<file path="src/hdl/cre_pkg.sv">
// Shared types, constants and a helper function of the character range expander.
`default_nettype none

package cre_pkg;

    // ASCII dash, the range operator.
    localparam logic [7:0] DASH = 8'h2D;

    // Depth of the command queue between the front and the back end.
    localparam int QUEUE_DEPTH = 2;
    localparam int QUEUE_PTR_W = (QUEUE_DEPTH > 1) ? $clog2(QUEUE_DEPTH) : 1;
    localparam int QUEUE_CNT_W = $clog2(QUEUE_DEPTH + 1);

    // Character classes; only equal, nonzero classes form a range.
    localparam logic [1:0] CLASS_NONE  = 2'd0;
    localparam logic [1:0] CLASS_UPPER = 2'd1;
    localparam logic [1:0] CLASS_LOWER = 2'd2;
    localparam logic [1:0] CLASS_DIGIT = 2'd3;

    // One source character request.
    typedef struct packed {
        logic [7:0] in_char;
        logic       end_of_string;
    } cre_in_t;

    // One expanded character.
    typedef struct packed {
        logic [7:0] out_char;
        logic       string_done;
        logic       last_of_run;
    } cre_out_t;

    // Work for the back end: the run from run_first to run_last (one
    // character when they are equal), then tail_cnt further characters.
    typedef struct packed {
        logic [7:0] run_first;
        logic [7:0] run_last;
        logic [1:0] tail_cnt;
        logic [7:0] tail0;
        logic [7:0] tail1;
        logic       done;
    } cre_cmd_t;

    typedef enum logic [1:0] {
        BK_IDLE,
        BK_RUN,
        BK_TAIL0,
        BK_TAIL1
    } cre_back_state_t;

    function automatic logic [1:0] char_class(input logic [7:0] c);
        logic [1:0] cl;
        case (c) inside
            [8'h41:8'h5A]: cl = CLASS_UPPER;
            [8'h61:8'h7A]: cl = CLASS_LOWER;
            [8'h30:8'h39]: cl = CLASS_DIGIT;
            default:       cl = CLASS_NONE;
        endcase
        return cl;
    endfunction

endpackage

`default_nettype wire

</file>
<file path="src/hdl/cre_front.sv">
// Front end: accepts source characters, tracks lookahead state and issues commands.
`default_nettype none

module cre_front (
    input  wire logic            aclk,
    input  wire logic            aresetn,
    input  wire logic            s_valid,
    output logic                 s_ready,
    input  wire cre_pkg::cre_in_t s_payload,
    input  wire logic            q_full,
    output logic                 q_push,
    output cre_pkg::cre_cmd_t    q_cmd
);

    logic [7:0] left_char_reg, left_char_next;
    logic [7:0] held_char_reg, held_char_next;
    logic       held_valid_reg, held_valid_next;
    logic       dash_pending_reg, dash_pending_next;
    logic       at_start_reg, at_start_next;

    logic       accept;
    logic [7:0] x;
    logic       e;
    logic [1:0] cl_left;
    logic [1:0] cl_x;

    assign s_ready = !q_full;
    assign accept  = s_valid && s_ready;
    assign x       = s_payload.in_char;
    assign e       = s_payload.end_of_string;
    assign cl_left = cre_pkg::char_class(left_char_reg);
    assign cl_x    = cre_pkg::char_class(x);

    always_comb begin
        logic push;
        cre_pkg::cre_cmd_t cmd;

        left_char_next    = left_char_reg;
        held_char_next    = held_char_reg;
        held_valid_next   = held_valid_reg;
        dash_pending_next = dash_pending_reg;
        at_start_next     = at_start_reg;
        push              = 1'b0;
        cmd.run_first     = x;
        cmd.run_last      = x;
        cmd.tail_cnt      = 2'd0;
        cmd.tail0         = cre_pkg::DASH;
        cmd.tail1         = x;
        cmd.done          = e;

        if (dash_pending_reg) begin
            dash_pending_next = 1'b0;
            push              = 1'b1;
            if (cl_left != cre_pkg::CLASS_NONE && cl_left == cl_x) begin
                cmd.run_first  = left_char_reg;
                cmd.run_last   = x;
                left_char_next = x;
                at_start_next  = 1'b0;
            end else begin
                // No range: the left character and the dash go out as they are.
                cmd.run_first  = left_char_reg;
                cmd.run_last   = left_char_reg;
                cmd.tail_cnt   = 2'd1;
                cmd.tail0      = cre_pkg::DASH;
                left_char_next = cre_pkg::DASH;
                if (x == cre_pkg::DASH) begin
                    if (at_start_reg || e) begin
                        cmd.tail_cnt   = 2'd2;
                        cmd.tail1      = cre_pkg::DASH;
                    end else begin
                        dash_pending_next = 1'b1;
                    end
                end else if (e) begin
                    cmd.tail_cnt   = 2'd2;
                    cmd.tail1      = x;
                    left_char_next = x;
                end else begin
                    held_char_next  = x;
                    held_valid_next = 1'b1;
                end
                at_start_next = 1'b0;
            end
        end else if (held_valid_reg) begin
            held_valid_next = 1'b0;
            held_char_next  = 8'd0;
            left_char_next  = held_char_reg;
            if (x == cre_pkg::DASH && !e) begin
                dash_pending_next = 1'b1;
            end else begin
                push          = 1'b1;
                cmd.run_first = held_char_reg;
                cmd.run_last  = held_char_reg;
                if (x == cre_pkg::DASH) begin
                    // Trailing dash after a held character.
                    cmd.tail_cnt   = 2'd1;
                    cmd.tail0      = cre_pkg::DASH;
                    left_char_next = cre_pkg::DASH;
                end else if (e) begin
                    cmd.tail_cnt   = 2'd1;
                    cmd.tail0      = x;
                    left_char_next = x;
                end else begin
                    held_char_next  = x;
                    held_valid_next = 1'b1;
                end
                at_start_next = 1'b0;
            end
        end else begin
            if (x == cre_pkg::DASH) begin
                if (at_start_reg || e) begin
                    push           = 1'b1;
                    left_char_next = cre_pkg::DASH;
                end else begin
                    dash_pending_next = 1'b1;
                end
            end else if (e) begin
                push           = 1'b1;
                left_char_next = x;
            end else begin
                held_char_next  = x;
                held_valid_next = 1'b1;
            end
            at_start_next = 1'b0;
        end

        // The end of a string returns everything to its reset value.
        if (e) begin
            left_char_next    = 8'd0;
            held_char_next    = 8'd0;
            held_valid_next   = 1'b0;
            dash_pending_next = 1'b0;
            at_start_next     = 1'b1;
        end

        q_push = accept && push;
        q_cmd  = cmd;
    end

    always_ff @(posedge aclk) begin
        if (!aresetn) begin
            left_char_reg    <= 8'd0;
            held_char_reg    <= 8'd0;
            held_valid_reg   <= 1'b0;
            dash_pending_reg <= 1'b0;
            at_start_reg     <= 1'b1;
        end else if (accept) begin
            left_char_reg    <= left_char_next;
            held_char_reg    <= held_char_next;
            held_valid_reg   <= held_valid_next;
            dash_pending_reg <= dash_pending_next;
            at_start_reg     <= at_start_next;
        end
    end

endmodule

`default_nettype wire

</file>
<file path="src/hdl/cre_queue.sv">
// Small register queue of commands between the front and the back end.
`default_nettype none

module cre_queue (
    input  wire logic              aclk,
    input  wire logic              aresetn,
    input  wire logic              push,
    input  wire cre_pkg::cre_cmd_t push_cmd,
    output logic                   full,
    input  wire logic              pop,
    output logic                   head_valid,
    output cre_pkg::cre_cmd_t      head_cmd
);

    cre_pkg::cre_cmd_t entry_reg [cre_pkg::QUEUE_DEPTH];

    logic [cre_pkg::QUEUE_PTR_W-1:0] wr_ptr_reg, wr_ptr_next;
    logic [cre_pkg::QUEUE_PTR_W-1:0] rd_ptr_reg, rd_ptr_next;
    logic [cre_pkg::QUEUE_CNT_W-1:0] count_reg, count_next;

    localparam logic [cre_pkg::QUEUE_PTR_W-1:0] LAST_PTR =
        cre_pkg::QUEUE_PTR_W'(cre_pkg::QUEUE_DEPTH - 1);
    localparam logic [cre_pkg::QUEUE_CNT_W-1:0] FULL_COUNT =
        cre_pkg::QUEUE_CNT_W'(cre_pkg::QUEUE_DEPTH);

    assign full       = (count_reg == FULL_COUNT);
    assign head_valid = (count_reg != '0);
    assign head_cmd   = entry_reg[rd_ptr_reg];

    always_comb begin
        wr_ptr_next = wr_ptr_reg;
        rd_ptr_next = rd_ptr_reg;
        count_next  = count_reg;
        if (push) begin
            wr_ptr_next = (wr_ptr_reg == LAST_PTR) ? '0 : wr_ptr_reg + 1'b1;
        end
        if (pop) begin
            rd_ptr_next = (rd_ptr_reg == LAST_PTR) ? '0 : rd_ptr_reg + 1'b1;
        end
        if (push && !pop) begin
            count_next = count_reg + 1'b1;
        end else if (pop && !push) begin
            count_next = count_reg - 1'b1;
        end
    end

    always_ff @(posedge aclk) begin
        if (!aresetn) begin
            wr_ptr_reg <= '0;
            rd_ptr_reg <= '0;
            count_reg  <= '0;
        end else begin
            wr_ptr_reg <= wr_ptr_next;
            rd_ptr_reg <= rd_ptr_next;
            count_reg  <= count_next;
        end
    end

    always_ff @(posedge aclk) begin
        if (push) begin
            entry_reg[wr_ptr_reg] <= push_cmd;
        end
    end

endmodule

`default_nettype wire

</file>
<file path="src/hdl/cre_back.sv">
// Back end: unless stalled, walks each command a character a cycle into out_reg.
`default_nettype none

module cre_back (
    input  wire logic              aclk,
    input  wire logic              aresetn,
    input  wire logic              head_valid,
    input  wire cre_pkg::cre_cmd_t head_cmd,
    output logic                   pop,
    output logic                   m_valid,
    input  wire logic              m_ready,
    output cre_pkg::cre_out_t      m_payload
);

    cre_pkg::cre_back_state_t state_reg, state_next;
    cre_pkg::cre_cmd_t        cmd_reg, cmd_next;
    logic [7:0]               cur_reg, cur_next;
    logic                     m_valid_reg, m_valid_next;
    cre_pkg::cre_out_t        out_reg, out_next;

    always_comb begin
        cre_pkg::cre_cmd_t        src;
        cre_pkg::cre_back_state_t after;
        logic [7:0]               ch;
        logic [7:0]               stepped;
        logic                     final_char;
        logic                     descend;
        logic                     slot_free;
        logic                     fire;

        src        = (state_reg == cre_pkg::BK_IDLE) ? head_cmd : cmd_reg;
        descend    = (src.run_last < src.run_first);
        ch         = cur_reg;
        stepped    = cur_reg;
        final_char = 1'b0;
        after      = cre_pkg::BK_IDLE;

        case (state_reg)
            cre_pkg::BK_IDLE, cre_pkg::BK_RUN: begin
                ch      = (state_reg == cre_pkg::BK_IDLE) ? src.run_first : cur_reg;
                stepped = descend ? ch - 8'd1 : ch + 8'd1;
                if (ch == src.run_last) begin
                    if (src.tail_cnt == 2'd0) begin
                        final_char = 1'b1;
                        after      = cre_pkg::BK_IDLE;
                    end else begin
                        after = cre_pkg::BK_TAIL0;
                    end
                end else begin
                    after = cre_pkg::BK_RUN;
                end
            end
            cre_pkg::BK_TAIL0: begin
                ch = src.tail0;
                if (src.tail_cnt == 2'd1) begin
                    final_char = 1'b1;
                    after      = cre_pkg::BK_IDLE;
                end else begin
                    after = cre_pkg::BK_TAIL1;
                end
            end
            cre_pkg::BK_TAIL1: begin
                ch         = src.tail1;
                final_char = 1'b1;
                after      = cre_pkg::BK_IDLE;
            end
            default: begin
                final_char = 1'b1;
                after      = cre_pkg::BK_IDLE;
            end
        endcase

        slot_free = !m_valid_reg || m_ready;
        fire      = slot_free && ((state_reg != cre_pkg::BK_IDLE) || head_valid);
        pop       = fire && (state_reg == cre_pkg::BK_IDLE);

        state_next   = state_reg;
        cmd_next     = cmd_reg;
        cur_next     = cur_reg;
        out_next     = out_reg;
        m_valid_next = m_valid_reg && !m_ready;
        if (fire) begin
            state_next           = after;
            cmd_next             = src;
            cur_next             = stepped;
            out_next.out_char    = ch;
            out_next.string_done = final_char && src.done;
            out_next.last_of_run = final_char;
            m_valid_next         = 1'b1;
        end
    end

    always_ff @(posedge aclk) begin
        if (!aresetn) begin
            state_reg   <= cre_pkg::BK_IDLE;
            m_valid_reg <= 1'b0;
        end else begin
            state_reg   <= state_next;
            m_valid_reg <= m_valid_next;
        end
    end

    always_ff @(posedge aclk) begin
        cmd_reg <= cmd_next;
        cur_reg <= cur_next;
        out_reg <= out_next;
    end

    assign m_valid   = m_valid_reg;
    assign m_payload = out_reg;

endmodule

`default_nettype wire

</file>
<file path="src/hdl/character_range_expander.sv">
// Top level of the character range expander: front end, command queue, back end.
// A character is registered into the output register when the back end takes its
// command; plain characters wait for one character of lookahead.
// Throughput: one output character per cycle unless m_ready stalls; a request
// of N characters holds the back end through all N while the queue absorbs input.
// Reset: aresetn is synchronous and active low; it empties the queue and
// returns the lookahead state to the start of a string.
`default_nettype none

module character_range_expander (
    input  wire logic              aclk,
    input  wire logic              aresetn,
    input  wire logic              s_valid,
    output logic                   s_ready,
    input  wire cre_pkg::cre_in_t  s_payload,
    output logic                   m_valid,
    input  wire logic              m_ready,
    output cre_pkg::cre_out_t      m_payload
);

    // The front end decides, at the moment a request is accepted, what the
    // request produces: a run of characters (a single character when both
    // ends are equal) followed by up to two literal characters. It holds the
    // one or two characters of lookahead that range detection needs.
    logic              q_push;
    logic              q_full;
    logic              q_pop;
    logic              q_head_valid;
    cre_pkg::cre_cmd_t q_push_cmd;
    cre_pkg::cre_cmd_t q_head_cmd;

    cre_front u_front (
        .aclk      (aclk),
        .aresetn   (aresetn),
        .s_valid   (s_valid),
        .s_ready   (s_ready),
        .s_payload (s_payload),
        .q_full    (q_full),
        .q_push    (q_push),
        .q_cmd     (q_push_cmd)
    );

    // The queue lets the front end keep taking requests while the back end
    // spells out a long range, and lets the back end run on while input stalls.
    cre_queue u_queue (
        .aclk       (aclk),
        .aresetn    (aresetn),
        .push       (q_push),
        .push_cmd   (q_push_cmd),
        .full       (q_full),
        .pop        (q_pop),
        .head_valid (q_head_valid),
        .head_cmd   (q_head_cmd)
    );

    // Unless stalled, the back end emits one character per cycle into a registered
    // output, marking the final character of each command and of each string.
    cre_back u_back (
        .aclk       (aclk),
        .aresetn    (aresetn),
        .head_valid (q_head_valid),
        .head_cmd   (q_head_cmd),
        .pop        (q_pop),
        .m_valid    (m_valid),
        .m_ready    (m_ready),
        .m_payload  (m_payload)
    );

endmodule

`default_nettype wire

</file>
<file path="config.mk">
export PLATFORM = sky130hd
export DESIGN_NAME = character_range_expander
export DESIGN_NICKNAME = d
export VERILOG_FILES = /design/src/hdl/cre_pkg.sv /design/src/hdl/cre_front.sv /design/src/hdl/cre_queue.sv /design/src/hdl/cre_back.sv /design/src/hdl/character_range_expander.sv
export SDC_FILE = /design/constraint.sdc
export NUM_CORES = 1
export LEC_CHECK = 0
export ABC_AREA = 1
export BUFFER_PORTS_ARGS = -buffer_cell sky130_fd_sc_hd__buf_2
export CAP_MARGIN = 20
export CORE_MARGIN = 2
export CORE_UTILIZATION = 59
export DETAILED_ROUTE_END_ITERATION = 10
export HOLD_SLACK_MARGIN = 0.08
export PLACE_DENSITY = 0.77
export SLEW_MARGIN = 5
export SYNTH_ARGS = -nofsm -noshare
export SYNTH_HDL_FRONTEND = slang
export SYNTH_HIERARCHICAL = 1
export SYNTH_SLANG_ARGS = --single-unit
</file>
<file path="constraint.sdc">
create_clock -name aclk -period 4.8 [get_ports aclk]
set_input_delay 1.44 -clock aclk [delete_from_list [all_inputs] [get_ports aclk]]
set_output_delay 1.44 -clock aclk [all_outputs]
set_load 0.005 [all_outputs]
</file>
# After elaboration in Yosys (flattened, before gate mapping)
# Memory sizes are Yosys's and may differ from the RTL's. A register that Yosys moved wholly into a read port is not among the register bits.
# Index checks and enable logic that the tools add are counted.
# W data, S select, Z words.
dict set report classes {
  n_eq_ne 11
  reduce_logical 39
  addsub 6
  order_cmp 13
  muxes 79
}
# operator n
set ops {}
lappend ops {{$mux W8} 21}
lappend ops {{$mux W26} 3}
lappend ops {{$mux W35} 1}
lappend ops {{$mux W1} 34}
lappend ops {{$ge A8 B7 Y1 const B} 4}
lappend ops {{$le A8 B7 Y1 const B} 4}
lappend ops {{$mux W2} 14}
lappend ops {{$pmux W8 S3} 1}
lappend ops {{$mux W18} 1}
lappend ops {{$ge A8 B6 Y1 const B} 2}
lappend ops {{$le A8 B6 Y1 const B} 2}
lappend ops {{$logic_and A1 B1 Y1} 16}
lappend ops {{$mux W10} 1}
lappend ops {{$mux W9} 1}
lappend ops {{$add A8 B1 Y8 const B} 1}
lappend ops {{$eq A8 B6 Y1 const B} 1}
lappend ops {{$eq A8 B8 Y1} 1}
lappend ops {{$lt A8 B8 Y1} 1}
lappend ops {{$reduce_bool A2 Y1} 4}
lappend ops {{$reduce_bool A4 Y1} 2}
lappend ops {{$sub A8 B1 Y8 const B} 1}
lappend ops {{$eq A2 B2 Y1 const B} 3}
lappend ops {{$logic_not A1 Y1} 6}
lappend ops {{$ne A3 B3 Y1 const B} 2}
lappend ops {{13 further kinds} 21}
dict set report word_totals {
  input_bits 13
  mem_bits_rw 70
  memories 1
  register_bits 79
  wordCells 169
}
# memory words word_bits rd rd_clocked_by_memory_dff wr line
set memory_table {}
lappend memory_table {u_queue.entry_reg 2 35 1 1 1 cre_queue.sv:15} ;# cre_pkg::cre_cmd_t entry_reg [cre_pkg::QUEUE_DEPTH];

# Depth between registers and ports, before layout
dict set report depth {
  depth_word 10
  ltp_mapped 22
  depth_no_buf 20
}

# Hierarchy
# Netlist, hierarchy kept.
# mod cells_per_inst n_inst area_per_inst_um2
set modules_own_cells {}
lappend modules_own_cells {cre_back 377 1 3261.9}
lappend modules_own_cells {cre_queue 144 1 2907.8}
lappend modules_own_cells {cre_front 320 1 1776.7}

# Worst setup path before layout
# OpenSTA, ideal clock, no wires.
dict set report synth_path {
  path_kind {input to register}
  from {input s_payload[5] (netlist name)}
  to {memory u_queue/entry_reg[0][0] (netlist name) (enable)}
  path_stages 8
  path_buffers 1
  setup_time_ns 0.427
  setup_slack_ns 0.557
  t_required_ns 4.373
  arrival_time_ns 3.816
  path_cell_list {buf_4 nor3_2 nand2_2 o21ai_2 nor2_1 nor2_1 inv_1 nor2_1}
}
dict set report synth_between {
  elab_chain_len 8
  elab_cells_between_ends 9
}
# item line
set synth_rtl {}
lappend synth_rtl {{from (decl)} character_range_expander.sv:15} ;# input wire cre_pkg::cre_in_t s_payload,
lappend synth_rtl {{$eq A8 B6 Y1 *} {cre_front.sv:87, cre_front.sv:109}}
lappend synth_rtl {{$logic_and A1 B1 Y1} cre_front.sv:87} ;# if (x == cre_pkg::DASH && !e) begin
lappend synth_rtl {{$mux W1} cre_front.sv:87}
lappend synth_rtl {{$mux W1 *} cre_front.sv:83} ;# end else if (held_valid_reg) begin
lappend synth_rtl {{$mux W1 *} cre_front.sv:51} ;# if (dash_pending_reg) begin
lappend synth_rtl {{$logic_and A1 B1 Y1 *} cre_front.sv:135} ;# q_push = accept && push;
lappend synth_rtl {{named net q_push} character_range_expander.sv:25} ;# logic q_push;
lappend synth_rtl {{$mux W1 *} cre_queue.sv:60} ;# if (push) begin
lappend synth_rtl {{$mux W1 (not written as such) *} cre_queue.sv:61} ;# entry_reg[wr_ptr_reg] <= push_cmd;
lappend synth_rtl {{to (decl)} cre_queue.sv:15}
# The timed path passes the listed nets; every way through them passes the cells marked *.

==> impl_results.md <==
* Status: finished, final reports clean
* Clock slew at reported path FFs at 60 ps
* Most frequent cells in the layout: nand2_1 (215), edfxtp_1 (123), inv_1 (105)
* Area grow syn2layout at 8.96%
* Post-Synthesis Cells at 841
* Core area at 13200 µm²
* Pwr Density at 680 nW/µm²
* Worst r2r path cells at 17
* Syn nets at 869
* Worst Path Max Fanout at 17
* Io pins at 25
* Setup Fix Bufs, Post-CTS at 0
* Starting Density at 0.602
* Max-Slew Margin vs Limit at 0.501
* Maxcap violations at 0
* EDFF count, synth at 123
* Synth Register Bits at 150
* Synth Cell Area at 7950 µm²
* Critical path required time at 4980 ps
* Highest cell delay on the worst timing path at 660 ps
* Vias in the first global route at 5675
* Largest net degree at the start of global routing at 38
* Most common cell after layout, fill and taps aside: nand2_1
* GPL Wtd Cong at 0.882
* Initial drt markers at 614
* Static leakage at 3.64 nW
* Total global routing overflow at 0
* Max FFs per register at 70
* Final wirelength at 17600 µm
* Rows at 42
* Max Clock Freq at 253 MHz
* Tightest Pin Transition at 740 ps
* Worst-path cell chain: mux2_4, inv_1, nand2_1, o21ai_0, ha_1, a21oi_1, nor2_1, a211oi_1, nand2_2, inv_1, ha_1, a21oi_1, o21ai_2, a31oi_1, o21ai_0, nand3_1, nand2_1
* Hold Vio Cnt, Final at 0
* Finished Layout Cells at 1046
* H-tree depth at 4
* Initial antenna violation count at 0
* DRC viols at 0
* Post-DP HPWL at 12700 µm
* # nets final at 885
* Clk buf depth at 2
* Synth unique cells at 46
* Die Height at 120 µm
* Yosys warnings at 6
* GRT Overall Usage at 0.256
* # setup viols final at 0
* Synth Flop Type: edfxtp_1
* Hold slack at 488 ps
* Avg WL per Cell at 16.9 µm
* Slew Viols, Final at 0
* Tcrit/Tclk final at 0.823
* Aggregate negative setup slack at 0 ps
* Area of the multi-input gates at 3040 µm²
* Cells after DPL at 1014
* Average size of a mapped cell at 9.45 µm²
* Post-synthesis sequential area ratio at 0.533
* Worst VDD drop at 0.383 mV
* Die Span X at 120 µm
* Buffers added on ports at 24
* Worst setup SP type: register
* CTS tree: yes
* Minimum clock period at 3950 ps
* Crit path DAT at 4130 ps
* RSZ-0062 raised after global routing: false
* Worst skew pair latency at 420 ps
* CTS Hold Buffers Added at 0
* DR pass1 iterations at 6
* First-pass GRT wire length at 28000 µm
* Hold/Removal Path Class: register to register
* Final ANT Viol Nets at 0
* Crit-path slowest cell: dfxtp_2
* Root buf cell: clkbuf_16
* Fillers at 1061
* Die area at 14400 µm²
* DR vias at 5868
* Hold Path Depth at 2
* Share of async-settable or async-resettable flops after synthesis at 0
* Via density per instance at 5.61
* Critical Path Sink Type: register
* Resized cells post-CTS at 0
* Worst Skew at 6.72 ps
* Cts bufs inserted at 17
* Share of cells above drive strength 1 at 0.161
* N_diodes at 0
* Crit path kind: register to register
* Register Area at 4240 µm²
* Clock Sinks at 150
[synthesized netlist by cell type (all sizes together), types with 7 or more instances]
library cell  number  area, µm²
inv              112        420
a21oi             44        235
mux2              35        507
dfxtp             27        541
clkbuf            12       45.0
nand3             35        185
ha                14        175
nor2              75        314
edfxtp           123       3690
buf               21        204
nor3               7       45.0
o221ai             9       78.8
nand2            228        903
o21ai             66        345
[path summary, 6_finish.rpt]
kind | slack, ps | from | endpoint
worst max-delay path | 850 | register | u_back/cur_reg[7]
worst min-delay path | 490 | u_front/held_char_reg[2] | u_front/held_char_reg[2]
worst max register to register | 850 | register | u_back/cur_reg[7]
worst min register to register | 490 | u_front/held_char_reg[2] | u_front/held_char_reg[2]
[per-layer routing]
layer  up-vias  track usage  share of wire
met5         -            0              0
met4         0        0.125          0.034
met3        39       0.0585          0.062
met2       212        0.413           0.48
met1      2773        0.328           0.43
li1       2844            -              -
[where the power goes]
group / internal, W / switching [W] / total [W]
clock network: 0.000684 / 0.000567 / 0.00125
logic: 0.000879 / 0.00162 / 0.00250
registers: 0.00199 / 0.000149 / 0.00214
total: 0.00355 / 0.00233 / 0.00588
[kinds of logic (layout without fill, tap and decap cells)]
logic type	Yosys count	in the layout	share of synthesized area
and+or+nand+nor	358	358	0.193
DFF	150	150	0.533
buffers and inverters	147	176	0.0858
AOI/OAI and AO/OA	130	130	0.0932
muxes	36	36	0.0650
adders and majority gates	15	15	0.0246
xor gates and xnor gates	5	5	0.00551
[per-stage QoR]
step,setup slack [ps],cell area [µm²],total power (W),utilization
2_1_floorplan,557,7950,0.00404,-
3_3_place_gp,1130,8090,0.00449,0.614
3_5_place_dp,960,8090,0.00460,0.614
4_1_cts,917,8660,0.00588,0.656
5_1_grt,583,8660,0.00628,0.656
6_report,851,8660,0.00588,0.656
[layout make-up]
class                           count  share of cell area
Timing Repair Buffer               31              0.0199
Multi-Input combinational cell    544               0.351
Clock inverter                     15              0.0162
Clock buffer                       17              0.0491
Tap cell                          176              0.0254
Inverter                          113              0.0490
Sequential cell                   150               0.489
[critical path, delay by kind of cell (launching register included)]
family | cells | cell delay (ps)
flops | 1 | 660
compound gates | 7 | 1380
simple gates | 5 | 460
fa+ha+maj | 2 | 610
buf+inv | 2 | 260
mux | 1 | 340
(Power assumes the default switching activity.)
